$ cat config.mk
export PLATFORM = sky130hd
export DESIGN_NAME = gtb_tanh
export DESIGN_NICKNAME = d
export VERILOG_FILES = /design/src/rtl/gtb_pkg.sv /design/src/rtl/gtb_tanh.sv
export SDC_FILE = /design/constraint.sdc
export NUM_CORES = 1
export LEC_CHECK = 0
export ABC_CLOCK_PERIOD_IN_PS = 15100
export BUFFER_PORTS_ARGS = -buffer_cell sky130_fd_sc_hd__buf_4
export CORE_MARGIN = 2
export CORE_UTILIZATION = 45
export DETAILED_ROUTE_END_ITERATION = 6
export GPL_TIMING_DRIVEN = 1
export MAX_ROUTING_LAYER = met4
export PLACE_DENSITY = 0.58
export SETUP_SLACK_MARGIN = 0.2
export SYNTH_ARGS = -nofsm -noshare
export SYNTH_HDL_FRONTEND = slang
export SYNTH_SLANG_ARGS = --single-unit
$ cat constraint.sdc
create_clock -name vclk -period 15.1
set_input_delay 1.51 -clock vclk [all_inputs]
set_output_delay 1.51 -clock vclk [all_outputs]
set_load 0.01 [all_outputs]
$ cat src/rtl/gtb_pkg.sv
// ----------------------------------------------------------------------------
// gtb_pkg: shared types and constants for the GELU backward pipeline
// Word formats, fixed-point constants, the tanh node table and the
// rounding helper used by the datapath.
// ----------------------------------------------------------------------------
package gtb_pkg;

    typedef struct packed {
        logic signed [15:0] up_grad;
        logic signed [15:0] act_in;
        logic               last;
    } t_in_word;

    typedef struct packed {
        logic signed [15:0] grad_in;
        logic               last_out;
    } t_out_word;

    localparam int NUM_STAGES = 13;

    localparam logic [16:0]        Q_ONE16       = 17'd65536;
    localparam logic signed [17:0] BETA_Q16      = 18'sd52290;
    localparam logic signed [13:0] KAPPA_Q16     = 14'sd2930;
    localparam logic [13:0]        KAPPA3_Q16    = 14'd8791;
    localparam logic [14:0]        HALF_BETA_Q16 = 15'd26145;
    localparam logic [63:0]        EXP_STEP_Q24  = 64'd19011076;
    localparam int                 TANH_SEGS     = 64;

    typedef logic [16:0] t_node;
    typedef t_node [TANH_SEGS:0] t_node_tab;

    // Node k is tanh(k/16) in Q.16, built from e^(k/8) in Q.24 by a rounded
    // recurrence. The quotient is found by shift and subtract at elaboration.
    function automatic t_node_tab build_tanh_nodes();
        logic [63:0] e;
        logic [63:0] one;
        logic [63:0] num;
        logic [63:0] den;
        logic [63:0] rem;
        t_node       q;
        t_node_tab   tab;
        one = 64'd1 << 24;
        e   = one;
        for (int k = 0; k <= TANH_SEGS; k++) begin
            num = (e - one) * 64'd65536;
            den = e + one;
            rem = num + (den >> 1);
            q   = '0;
            for (int b = 16; b >= 0; b--) begin
                if (rem >= (den << b)) begin
                    rem  = rem - (den << b);
                    q[b] = 1'b1;
                end
            end
            tab[k] = q;
            e = (e * EXP_STEP_Q24 + (64'd1 << 23)) >> 24;
        end
        return tab;
    endfunction

    localparam t_node_tab TANH_NODES = build_tanh_nodes();

    // Shift right by s with rounding to nearest, ties away from zero.
    function automatic logic signed [47:0] rnd_shift(input logic signed [47:0] v,
                                                      input int s);
        logic [47:0] m;
        logic [47:0] r;
        m = v[47] ? 48'(-v) : 48'(v);
        r = (m + (48'd1 << (s - 1))) >> s;
        return v[47] ? -$signed(r) : $signed(r);
    endfunction

endpackage

$ cat src/rtl/gtb_tanh.sv
// ----------------------------------------------------------------------------
// gtb_tanh: piecewise-linear tanh magnitude
// Maps |z| in Q.12 to tanh(|z|) in Q.16 over 64 segments, saturating to one.
// ----------------------------------------------------------------------------
module gtb_tanh (
    input  logic [16:0] i_mag,
    output logic [16:0] o_tmag
);

    logic [5:0]         w_seg;
    logic [7:0]         w_frac;
    logic [16:0]        w_n0;
    logic [16:0]        w_n1;
    logic signed [17:0] w_diff;
    logic signed [26:0] w_prod;
    logic signed [18:0] w_step;

    always_comb begin
        w_seg  = i_mag[13:8];
        w_frac = i_mag[7:0];
        w_n0   = gtb_pkg::TANH_NODES[{1'b0, w_seg}];
        w_n1   = gtb_pkg::TANH_NODES[{1'b0, w_seg} + 7'd1];
        w_diff = $signed({1'b0, w_n1}) - $signed({1'b0, w_n0});
        w_prod = w_diff * $signed({1'b0, w_frac});
        w_step = 19'((w_prod + 27'sd128) >>> 8);
        if (i_mag[16:14] != 3'd0) begin
            o_tmag = gtb_pkg::Q_ONE16;
        end else begin
            o_tmag = 17'($signed({2'b00, w_n0}) + w_step);
        end
    end

endmodule

# == Word-level counts from Yosys, hierarchy flattened ==
# Memory sizes are Yosys's and may differ from the RTL's.
# Cells that the tools add are included.
# totals
in_bits,17
output_inout_bits,17
elab_cells,13
mem_count,2
register_bits,0
romBits,3264
# op_classes
addsub,4
n_reduce_logical,1
multipliers,1
n_mux,3
order_cmp,2
# memory_table
name,depth,word_bits,read_ports,rd_clocked_by_memory_dff,wr,line_no,source
(name not given),128,17,1,0,0,gtb_tanh.sv:22,"w_n1 = gtb_pkg::TANH_NODES[{1'b0, w_seg} + 7'd1];"
(name not given),64,17,1,0,0,gtb_tanh.sv:21,"w_n0 = gtb_pkg::TANH_NODES[{1'b0, w_seg}];"
# op_table
op,n
$mux W17,3
$add A25 B9 Y25 const B,1
$mul A18 B9 Y25,1
$sub A17 B17 Y18,1
$add A17 B17 Y17,1
$lt A6 B8 Y1 const B,1
$lt A7 B8 Y1 const B,1
$add A6 B1 Y7 const B,1
$reduce_bool A3 Y1,1

# == Depth between registers and ports, before layout ==
# Gate-level depths: netlist (run 1).
# logic_depth
word_depth,8
mapped_depth,48
depth_no_buf,47

# == Worst setup path after synthesis (run 1) ==
# Ideal clock, no wire load.
# synth_path
kind,input-to-output
from,in i_mag[8]
to,out o_tmag[16]
n_path_buf,3
arrival_ns,11.696
cell_stages,46
path_slack_ns,1.894
required_ns,13.590
cell_sequence,clkbuf_1 > clkinv_1 > ha_1 > clkbuf_1 > clkbuf_1 > nand2_1 > nand3_1 > o211ai_1 > nand3_1 > o21ai_0 > nand2_1 > ha_1 > inv_1 > fa_1 > a21o_1 > a21oi_1 > o21bai_1 > a21oi_1 > [... 10 more ...] > fa_1 > ha_1 > ha_1 > and3_1 > and4_1 > a211o_1 > or4_4 > a31o_2 > xor2_1 > ha_1 > nand2_1 > nand2_1 > a41oi_1 > mux2i_1 > a2111oi_2 > xnor2_1 > and4_1 > nor2_1
# synth_between
elab_chain_cells,8
elab_cells_between_ends,10
classes_between,add/sub: 4; mul: 1; mux: 3; memory: 2
# synth_lines
item,line_no,source
"start, declared",gtb_tanh.sv:6,"input logic [16:0] i_mag,"
$add A6 B1 Y7,gtb_tanh.sv:22,
$mem_v2 Z128 W17,-,
$mux W17 (not written as such),gtb_tanh.sv:22,
$sub A17 B17 Y18,gtb_tanh.sv:23,"w_diff = $signed({1'b0, w_n1}) - $signed({1'b0, w_n0});"
$mul A18 B9 Y25,gtb_tanh.sv:24,"w_prod = w_diff * $signed({1'b0, w_frac});"
$add A25 B9 Y25,gtb_tanh.sv:25,w_step = 19'((w_prod + 27'sd128) >>> 8);
$add A17 B17 Y17 (*),gtb_tanh.sv:29,"o_tmag = 17'($signed({2'b00, w_n0}) + w_step);"
$mux W17 (*),gtb_tanh.sv:26,if (i_mag[16:14] != 3'd0) begin
"end, declared",gtb_tanh.sv:7,output logic [16:0] o_tmag
# Every way passes the cells marked *; elsewhere a longest branch is shown, timed or not. The select of a mux whose other input is x is not followed.

# == Worst setup path in the final report (run 1) ==
# Ends and elaborated chain as after synthesis.

==> qor.txt, run 1 <==
WHS: 3.57 ns
Crit path kind: in -> out
Yosys top cell area share: 25.1%
Layout cell share with drive strength beyond 1: 7.72%
Place WS: 0.700 ns
Worst Setup End Kind: output port
Layout Utilization: 48.9%
Status: completed
Hold Path Cell Cnt: 4
DP HPWL: 20400 um
Req. time, crit path: 13.59 ns
Max-slew headroom: 34.2%
Diodes inserted: 0
Vias per cell: 5.70
Initial detailed-routing violation count: 595
Worst Path Max Fanout: 26
PortBufs: 34
Setup TNS Final: 0 ns
Sequential share of the synthesized area: 0%
Slew Limit Fails: 0
Max-cap violation count: 0
Min Tclk post-route: 14.18 ns
Fin crit share: 93.9%
Number of global-route vias before repair: 7841
Worst Hold Launch: i_mag[16]
DRT Pass-1 Iters: 5
Worst path slowest cell: fa_1
Setup WS post-layout: 0.920 ns
Top-level I/O count: 34
Worst Setup SP: i_mag[8]
Cells after Synth: 1196
Initial core utilization: 45.7%
Seq cells: 0
Hold buffer count at cts: 0
Final ANT Viol Nets: 0
Core ar.: 19400 um^2
Worst Hold Endpoint: o_tmag[14]
Largest net degree at the start of global routing: 51
Die H: 144 um
Net Count, Synth: 1440
Fillers: 2086
Die ar.: 20800 um^2
Slew @ Worst Pin: 0.979 ns
Biggest area consumer among synthesized cells: fa_1
Total gr overflow: 0
Top cells by area, synth: fa_1 25%, ha_1 16%, nand2_1 6.7%
RSZ-0062 raised after global routing: no
GPL Wtd Cong: 0.945
DRC viols: 0
Synth cell types: 66
Critical path arrival: 12.67 ns
First-pass GRT wire length: 41700 um
Antenna violations before repair: 1
Clock Buffer Count: 0
Worst min path class: in -> out
Avg WL per Cell: 17.4 um
Fin. Hold Viols: 0
Synth Area per Inst: 7.41 um^2
Die width: 144 um
GRT Total Usage: 25.7%
Post-Syn Area: 8860 um^2
Vias after detailed routing: 8312
Nets: 1438
Post-Route WL: 25400 um
Ys Warns: 0
Max Fclk: 0.0705 GHz
Area grow syn2layout: 7.10%
Row count: 51
CP Launch Type: primary input
Reg area: 0 um^2
CP peak stage delay: 0.56 ns
Final setup viols: 0
==> cell usage after synthesis, drive strengths merged, types with 2 or more instances <==
cell type    n
o31a         4
inv        117
mux4         5
and3         8
a41oi        2
a21o        13
xnor2       36
nand2      161
nand3b       6
a2111oi      3
nor2b        7
a31oi       16
mux2i        7
o211ai      15
nor2        98
o21a        12
a221oi       3
o311a        2
nor3b        4
o31ai        4
a21oi       71
o21ai       88
a211oi      18
nand2b      15
xor2        14
or3          5
clkbuf      60
ha         116
buf          8
and2        78
nor3        24
a211o        4
nand4        2
a21boi       3
and4         2
o21bai       2
nand3       21
o22ai        2
a311oi      11
or2          3
fa         111
o2111ai      2
==> worst max-delay path by stage <==
stage                            end  slack, ns  depth (start not counted)
after floorplan           o_tmag[16]       1.89                         46
after detailed placement  o_tmag[16]       0.70                         46
after global routing      o_tmag[16]       0.20                         46
final                     o_tmag[16]       0.92                         44
after CTS                 o_tmag[16]       0.69                         46
after global placement    o_tmag[16]       0.88                         46
==> area by class of cell <==
cell class | instances | area [um^2] | share of cell area (%)
inverters | 118 | 443 | 4.67
well taps | 265 | 332 | 3.49
repair buffers | 64 | 480 | 5.06
multi-input cells | 1010 | 8240 | 86.8
==> critical path: cells and delay by family <==
family / cells / cell delay [ns]
simple gates: 9 / 1.57
fa+ha+maj: 10 / 4.14
mux: 2 / 0.40
buf+inv: 6 / 1.07
compound gates: 15 / 3.67
xor+xnor: 2 / 0.27
==> repair_timing <==
action / in CTS / in global routing
endpoints found under the setup margin: 0 / 1
buffers inserted: 0 / 9
resized for setup: 0 / 8
==> routing by layer <==
layer / up-vias / global-route usage [%] / wire length, um / part of all wire [%]
li1: 4043 / - / - / -
met1: 3958 / 37.6 / 12000 / 47
met2: 273 / 39.9 / 11500 / 45
met3: 38 / 1.62 / 1390 / 5.5
met4: 0 / 4.50 / 524 / 2.1
met5: - / - / 0 / 0
==> per-stage QoR <==
| step | cell area, um^2 | std cells |
|---|---|---|
| 2_1_floorplan | 8860 | 1196 |
| 3_3_place_gp | 9370 | 1448 |
| 3_5_place_dp | 9370 | 1448 |
| 4_1_cts | 9370 | 1448 |
| 5_1_grt | 9490 | 1457 |
| 6_report | 9490 | 1457 |
==> layout by cell type, fill, tap and decap left out, types with 5 or more instances in the layout <==
cell type	n
nand2_1	159
inv_1	116
ha_1	114
fa_1	111
nor2_1	98
o21ai_0	86
and2_1	78
a21oi_1	70
buf_4	64
xnor2_1	34
nor3_1	24
nand3_1	21
a211oi_1	18
a31oi_1	16
nand2b_1	15
o211ai_1	14
a21o_1	13
o21a_1	12
a311oi_1	10
xor2_1	10
and3_1	8
nor2b_1	7
mux2i_1	7
nand3b_1	6
mux4_2	5
or3_1	5
==> kinds of logic (layout without fill, tap and decap cells) <==
logic type / Yosys count / in the layout / synth area share (%)
AO/OA/AOI/OAI: 282 / 282 / 20.1
XOR/XNOR: 50 / 50 / 4.94
adder cells (fa/ha/maj): 227 / 227 / 41.5
buffers and inverters: 186 / 182 / 7.95
multiplexers: 12 / 12 / 2.06
AND/OR/NAND/NOR: 439 / 439 / 23.5
Power of run 1 is left out: the tool's default activity adds up to more than one toggle a clock period on the data nets, which glitch-free logic cannot reach.
==> inputs of run 2 (changes only) <==
--- a/config.mk
+++ b/config.mk
@@ -13,6 +13,8 @@
 export GPL_TIMING_DRIVEN = 1
 export MAX_ROUTING_LAYER = met4
 export PLACE_DENSITY = 0.58
+export RECOVER_POWER = 50
+export REMOVE_ABC_BUFFERS = 1
 export SETUP_SLACK_MARGIN = 0.2
 export SYNTH_ARGS = -nofsm -noshare
 export SYNTH_HDL_FRONTEND = slang
==> run 2 against run 1 <==
Against the previous run:
- first-iteration DRC count is 15% higher
- worst setup slack worse by 0.020 ns
- fmax fell by 0.14%
- sequential cell count stayed put
- design area down 1.0%
- routed wire length increased by 1.7%
- critical path depth up 2
- critical endpoint unchanged
- largest cell class unchanged
==> qor.txt, run 2 (synthesized netlist as in run 1, its figures left out) <==
Status: completed (unchanged)
Avg WL per Cell: 17.8 um (was 17.4 um)
Antenna violations before repair: 0 (was 1)
Fillers: 2003 (was 2086)
GRT Total Usage: 26.1% (was 25.7%)
Vias after detailed routing: 8358 (was 8312)
GPL Wtd Cong: 0.975 (was 0.945)
Initial detailed-routing violation count: 683 (was 595)
Final setup viols: 0 (unchanged)
DRC viols: 0 (unchanged)
Critical path arrival: 12.69 ns (was 12.67 ns)
Die width: 144 um (unchanged)
Fin. Hold Viols: 0 (unchanged)
DP HPWL: 20500 um (was 20400 um)
Req. time, crit path: 13.59 ns (about the same)
First-pass GRT wire length: 42600 um (was 41700 um)
Seq cells: 0 (unchanged)
Worst Setup End Kind: output port (unchanged)
Setup TNS Final: 0 ns (unchanged)
Worst Path Max Fanout: 44 (was 26)
Max Fclk: 0.0704 GHz (was 0.0705 GHz)
Layout cell share with drive strength beyond 1: 6.57% (was 7.72%)
WHS: 3.59 ns (was 3.57 ns)
Worst path slowest cell: fa_1 (unchanged)
Largest net degree at the start of global routing: 52 (was 51)
Area grow syn2layout: 6.03% (was 7.10%)
Min Tclk post-route: 14.20 ns (was 14.18 ns)
CP peak stage delay: 0.55 ns (was 0.56 ns)
Nets: 1434 (was 1438)
Clock Buffer Count: 0 (unchanged)
Number of global-route vias before repair: 8116 (was 7841)
Total gr overflow: 0 (unchanged)
Post-Route WL: 25900 um (was 25400 um)
Vias per cell: 5.75 (was 5.70)
Highest-count cells in the layout ignoring fill and taps: 159 x nand2_1, 116 x inv_1, 115 x ha_1 (was 159 x nand2_1, 116 x inv_1, 114 x ha_1)
PortBufs: 34 (unchanged)
RSZ-0062 raised after global routing: no (unchanged)
Worst min path class: in -> out (unchanged)
Place WS: 0.970 ns (was 0.700 ns)
Area after DPL: 9400 um^2 (was 9370 um^2)
Crit path kind: in -> out (unchanged)
Core ar.: 19400 um^2 (unchanged)
Commonest non-fill, non-tap cell in the layout: nand2_1 (unchanged)
Slew Limit Fails: 0 (unchanged)
Die ar.: 20800 um^2 (unchanged)
CP Launch Type: primary input (unchanged)
Design area: 9400 um^2 (was 9490 um^2)
Final ANT Viol Nets: 0 (unchanged)
Reg area: 0 um^2 (unchanged)
Die H: 144 um (unchanged)
Top-level I/O count: 34 (unchanged)
Max-slew headroom: 28.3% (was 34.2%)
Hold buffer count at cts: 0 (unchanged)
Fin crit share: 94.0% (was 93.9%)
Max-cap violation count: 0 (unchanged)
Initial core utilization: 45.7% (unchanged)
Setup WS post-layout: 0.900 ns (was 0.920 ns)
Multi-input gate area: 8190 um^2 (was 8240 um^2)
Row count: 51 (unchanged)
Slew @ Worst Pin: 1.07 ns (was 0.979 ns)
DRT Pass-1 Iters: 5 (unchanged)
Diodes inserted: 0 (unchanged)
==> run 2: timing repair <==
action                     4_1_cts  5_1_grt
setup endpoints to repair        0        1
setup buffers                    0        0
resized for setup                0        3
==> run 2: layer usage <==
layer | track usage [%] | up-vias | part of all wire (%)
met5 | - | - | 0
met4 | 3.83 | 0 | 1.6
met3 | 0.695 | 29 | 5.4
met2 | 40.6 | 294 | 45
met1 | 39.0 | 4007 | 48
li1 | - | 4028 | -
==> run 2: critical path, delay by kind of cell <==
| kind | cells | cell delay [ns] |
|---|---|---|
| and+or+nand+nor | 11 | 2.00 |
| xor gates and xnor gates | 3 | 0.50 |
| buffers and inverters | 5 | 0.86 |
| muxes | 1 | 0.13 |
| adders and majority gates | 10 | 4.09 |
| AOI/OAI and AO/OA | 16 | 3.55 |
==> run 2: final timing paths <==
path                      start         end  slack [ns]  cells past startpoint
worst max-delay path  i_mag[10]  o_tmag[16]        0.90                     46
worst min-delay path  i_mag[16]  o_tmag[14]        3.59                      4
==> run 2: through the flow <==
step                      instances  utilization, %
final                          1453            48.4
after floorplan                1128               -
after global placement         1453            48.4
after global routing           1453            48.4
after CTS                      1453            48.4
after detailed placement       1453            48.4
==> run 2: layout make-up <==
| type | count | area share, % |
|---|---|---|
| Tap cell | 265 | 3.53 |
| Multi-Input combinational cell | 1010 | 87.1 |
| Inverter | 118 | 4.71 |
| Timing Repair Buffer | 60 | 4.63 |
Power of run 2 is left out for the same reason.
==> inputs of run 3 (changes only) <==
--- a/config.mk
+++ b/config.mk
@@ -11,7 +11,6 @@
 export CORE_UTILIZATION = 45
 export DETAILED_ROUTE_END_ITERATION = 6
 export GPL_TIMING_DRIVEN = 1
-export MAX_ROUTING_LAYER = met4
 export PLACE_DENSITY = 0.58
 export RECOVER_POWER = 50
 export REMOVE_ABC_BUFFERS = 1
==> run 3 against run 2 <==
Against the previous run:
- design area barely moved
- sequential cell count stayed put
- routed wire length rose by 0.15%
- fmax shrank 0.18%
- final cell count unchanged
- first-iteration DRC count is 2.6% higher
- sequential share of layout area did not move
- global-route usage fell by 0.75 points
- non-clock buffer count did not move
- via count is essentially flat
- core utilization about the same
- worst hold slack got worse by 0.0044 ns
- critical endpoint unchanged
- largest cell class unchanged
==> qor.txt, run 3 (synthesized netlist as in run 1, its figures left out) <==
Status: completed (unchanged)
Die width: 144 um (unchanged)
Initial detailed-routing violation count: 701 (was 683)
RSZ-0062 raised after global routing: no (unchanged)
Worst min path class: in -> out (unchanged)
Setup TNS Final: 0 ns (unchanged)
Reg area: 0 um^2 (unchanged)
Slew Limit Fails: 0 (unchanged)
GRT Total Usage: 25.4% (was 26.1%)
Antenna violations before repair: 0 (unchanged)
GRT busiest layer: met2 (unchanged)
Diodes inserted: 0 (unchanged)
Layout cell share with drive strength beyond 1: 6.65% (was 6.57%)
Fin crit share: 94.2% (was 94.0%)
Largest net degree at the start of global routing: 52 (unchanged)
Max Fclk: 0.0703 GHz (was 0.0704 GHz)
DRC viols: 0 (unchanged)
Critical path arrival: 12.72 ns (was 12.69 ns)
Max-cap violation count: 0 (unchanged)
Worst Path Max Fanout: 44 (unchanged)
Commonest non-fill, non-tap cell in the layout: nand2_1 (unchanged)
Vias after detailed routing: 8353 (was 8358)
Max-slew headroom: 29.8% (was 28.3%)
Seq cells: 0 (unchanged)
Met3 global-route usage: 0.828% (was 0.695%)
Post-Route WL: 25900 um (about the same)
Total gr overflow: 0 (unchanged)
Setup Buffers After CTS: 0 (unchanged)
First-pass GRT wire length: 42600 um (about the same)
Crit path kind: in -> out (unchanged)
CP Buf/Inv Count: 5 (unchanged)
Family with the most delay on the worst path: adder cells (unchanged)
Min Tclk post-route: 14.23 ns (was 14.20 ns)
Worst path slowest cell: fa_1 (unchanged)
Top-level I/O count: 34 (unchanged)
Initial core utilization: 45.7% (unchanged)
Avg WL per Cell: 17.8 um (about the same)
GPL Wtd Cong: 0.958 (was 0.975)
Final ANT Viol Nets: 0 (unchanged)
DP HPWL: 20500 um (unchanged)
Nets: 1434 (unchanged)
Number of global-route vias before repair: 8110 (was 8116)
Fin. Hold Viols: 0 (unchanged)
Worst Setup End Kind: output port (unchanged)
Row count: 51 (unchanged)
Fillers: 2006 (was 2003)
Highest-count cells in the layout ignoring fill and taps: 159 x nand2_1, 116 x inv_1, 115 x ha_1 (unchanged)
CP peak stage delay: 0.55 ns (about the same)
Die ar.: 20800 um^2 (unchanged)
Die H: 144 um (unchanged)
Vias per cell: 5.75 (about the same)
Final setup viols: 0 (unchanged)
Slew @ Worst Pin: 1.04 ns (was 1.07 ns)
Multi-input gate area: 8190 um^2 (about the same)
PortBufs: 34 (unchanged)
GR Util met1: 38.8% (was 39.0%)
CP Launch Type: primary input (unchanged)
DRT Pass-1 Iters: 7 (was 5)
Req. time, crit path: 13.59 ns (about the same)
Clock Buffer Count: 0 (unchanged)
Area grow syn2layout: 6.11% (was 6.03%)
Core ar.: 19400 um^2 (unchanged)
Met2 usage: 40.4% (was 40.6%)
## run 3: tightest hold or removal path, cell delays in order
cell	delay, ns
buf_4	0.08
nor3_1	0.14
and3_1	0.20
buf_4	0.14
## run 3: routing by layer
metal	routed length [um]	share of wire, %
met1	12500	48
met2	11600	45
met3	1310	5.0
met4	468	1.8
met5	0	0
## run 3: path summary, 6_finish.rpt
check,startpoint,cells past startpoint,to
worst max-delay path,i_mag[10],46,o_tmag[16]
worst min-delay path,i_mag[16],4,o_tmag[14]
## run 3: layout make-up
type,instances,area share [%]
multi-input cells,1010,87.1
inverters,118,4.71
well taps,265,3.53
repair buffers,60,4.63
## run 3: timing repair
action | 4_1_cts | 5_1_grt
resized for setup | 0 | 4
endpoints found under the setup margin | 0 | 1
hold endpoints to repair | 0 | 0
hold buffers | 0 | 0
## run 3: metrics by stage
stage | cell area, um^2 | instances | worst slack [ns] | hold slack [ns] | util, %
6_report | 9400 | 1453 | 0.874 | 3.58 | 48.5
4_1_cts | 9400 | 1453 | 0.957 | 3.60 | 48.4
3_5_place_dp | 9400 | 1453 | 0.970 | 3.60 | 48.4
2_1_floorplan | 8600 | 1128 | 1.22 | 3.23 | -
3_3_place_gp | 9400 | 1453 | 1.03 | 3.61 | 48.4
5_1_grt | 9400 | 1453 | 0.148 | 3.62 | 48.5
Power of run 3 is left out for the same reason.
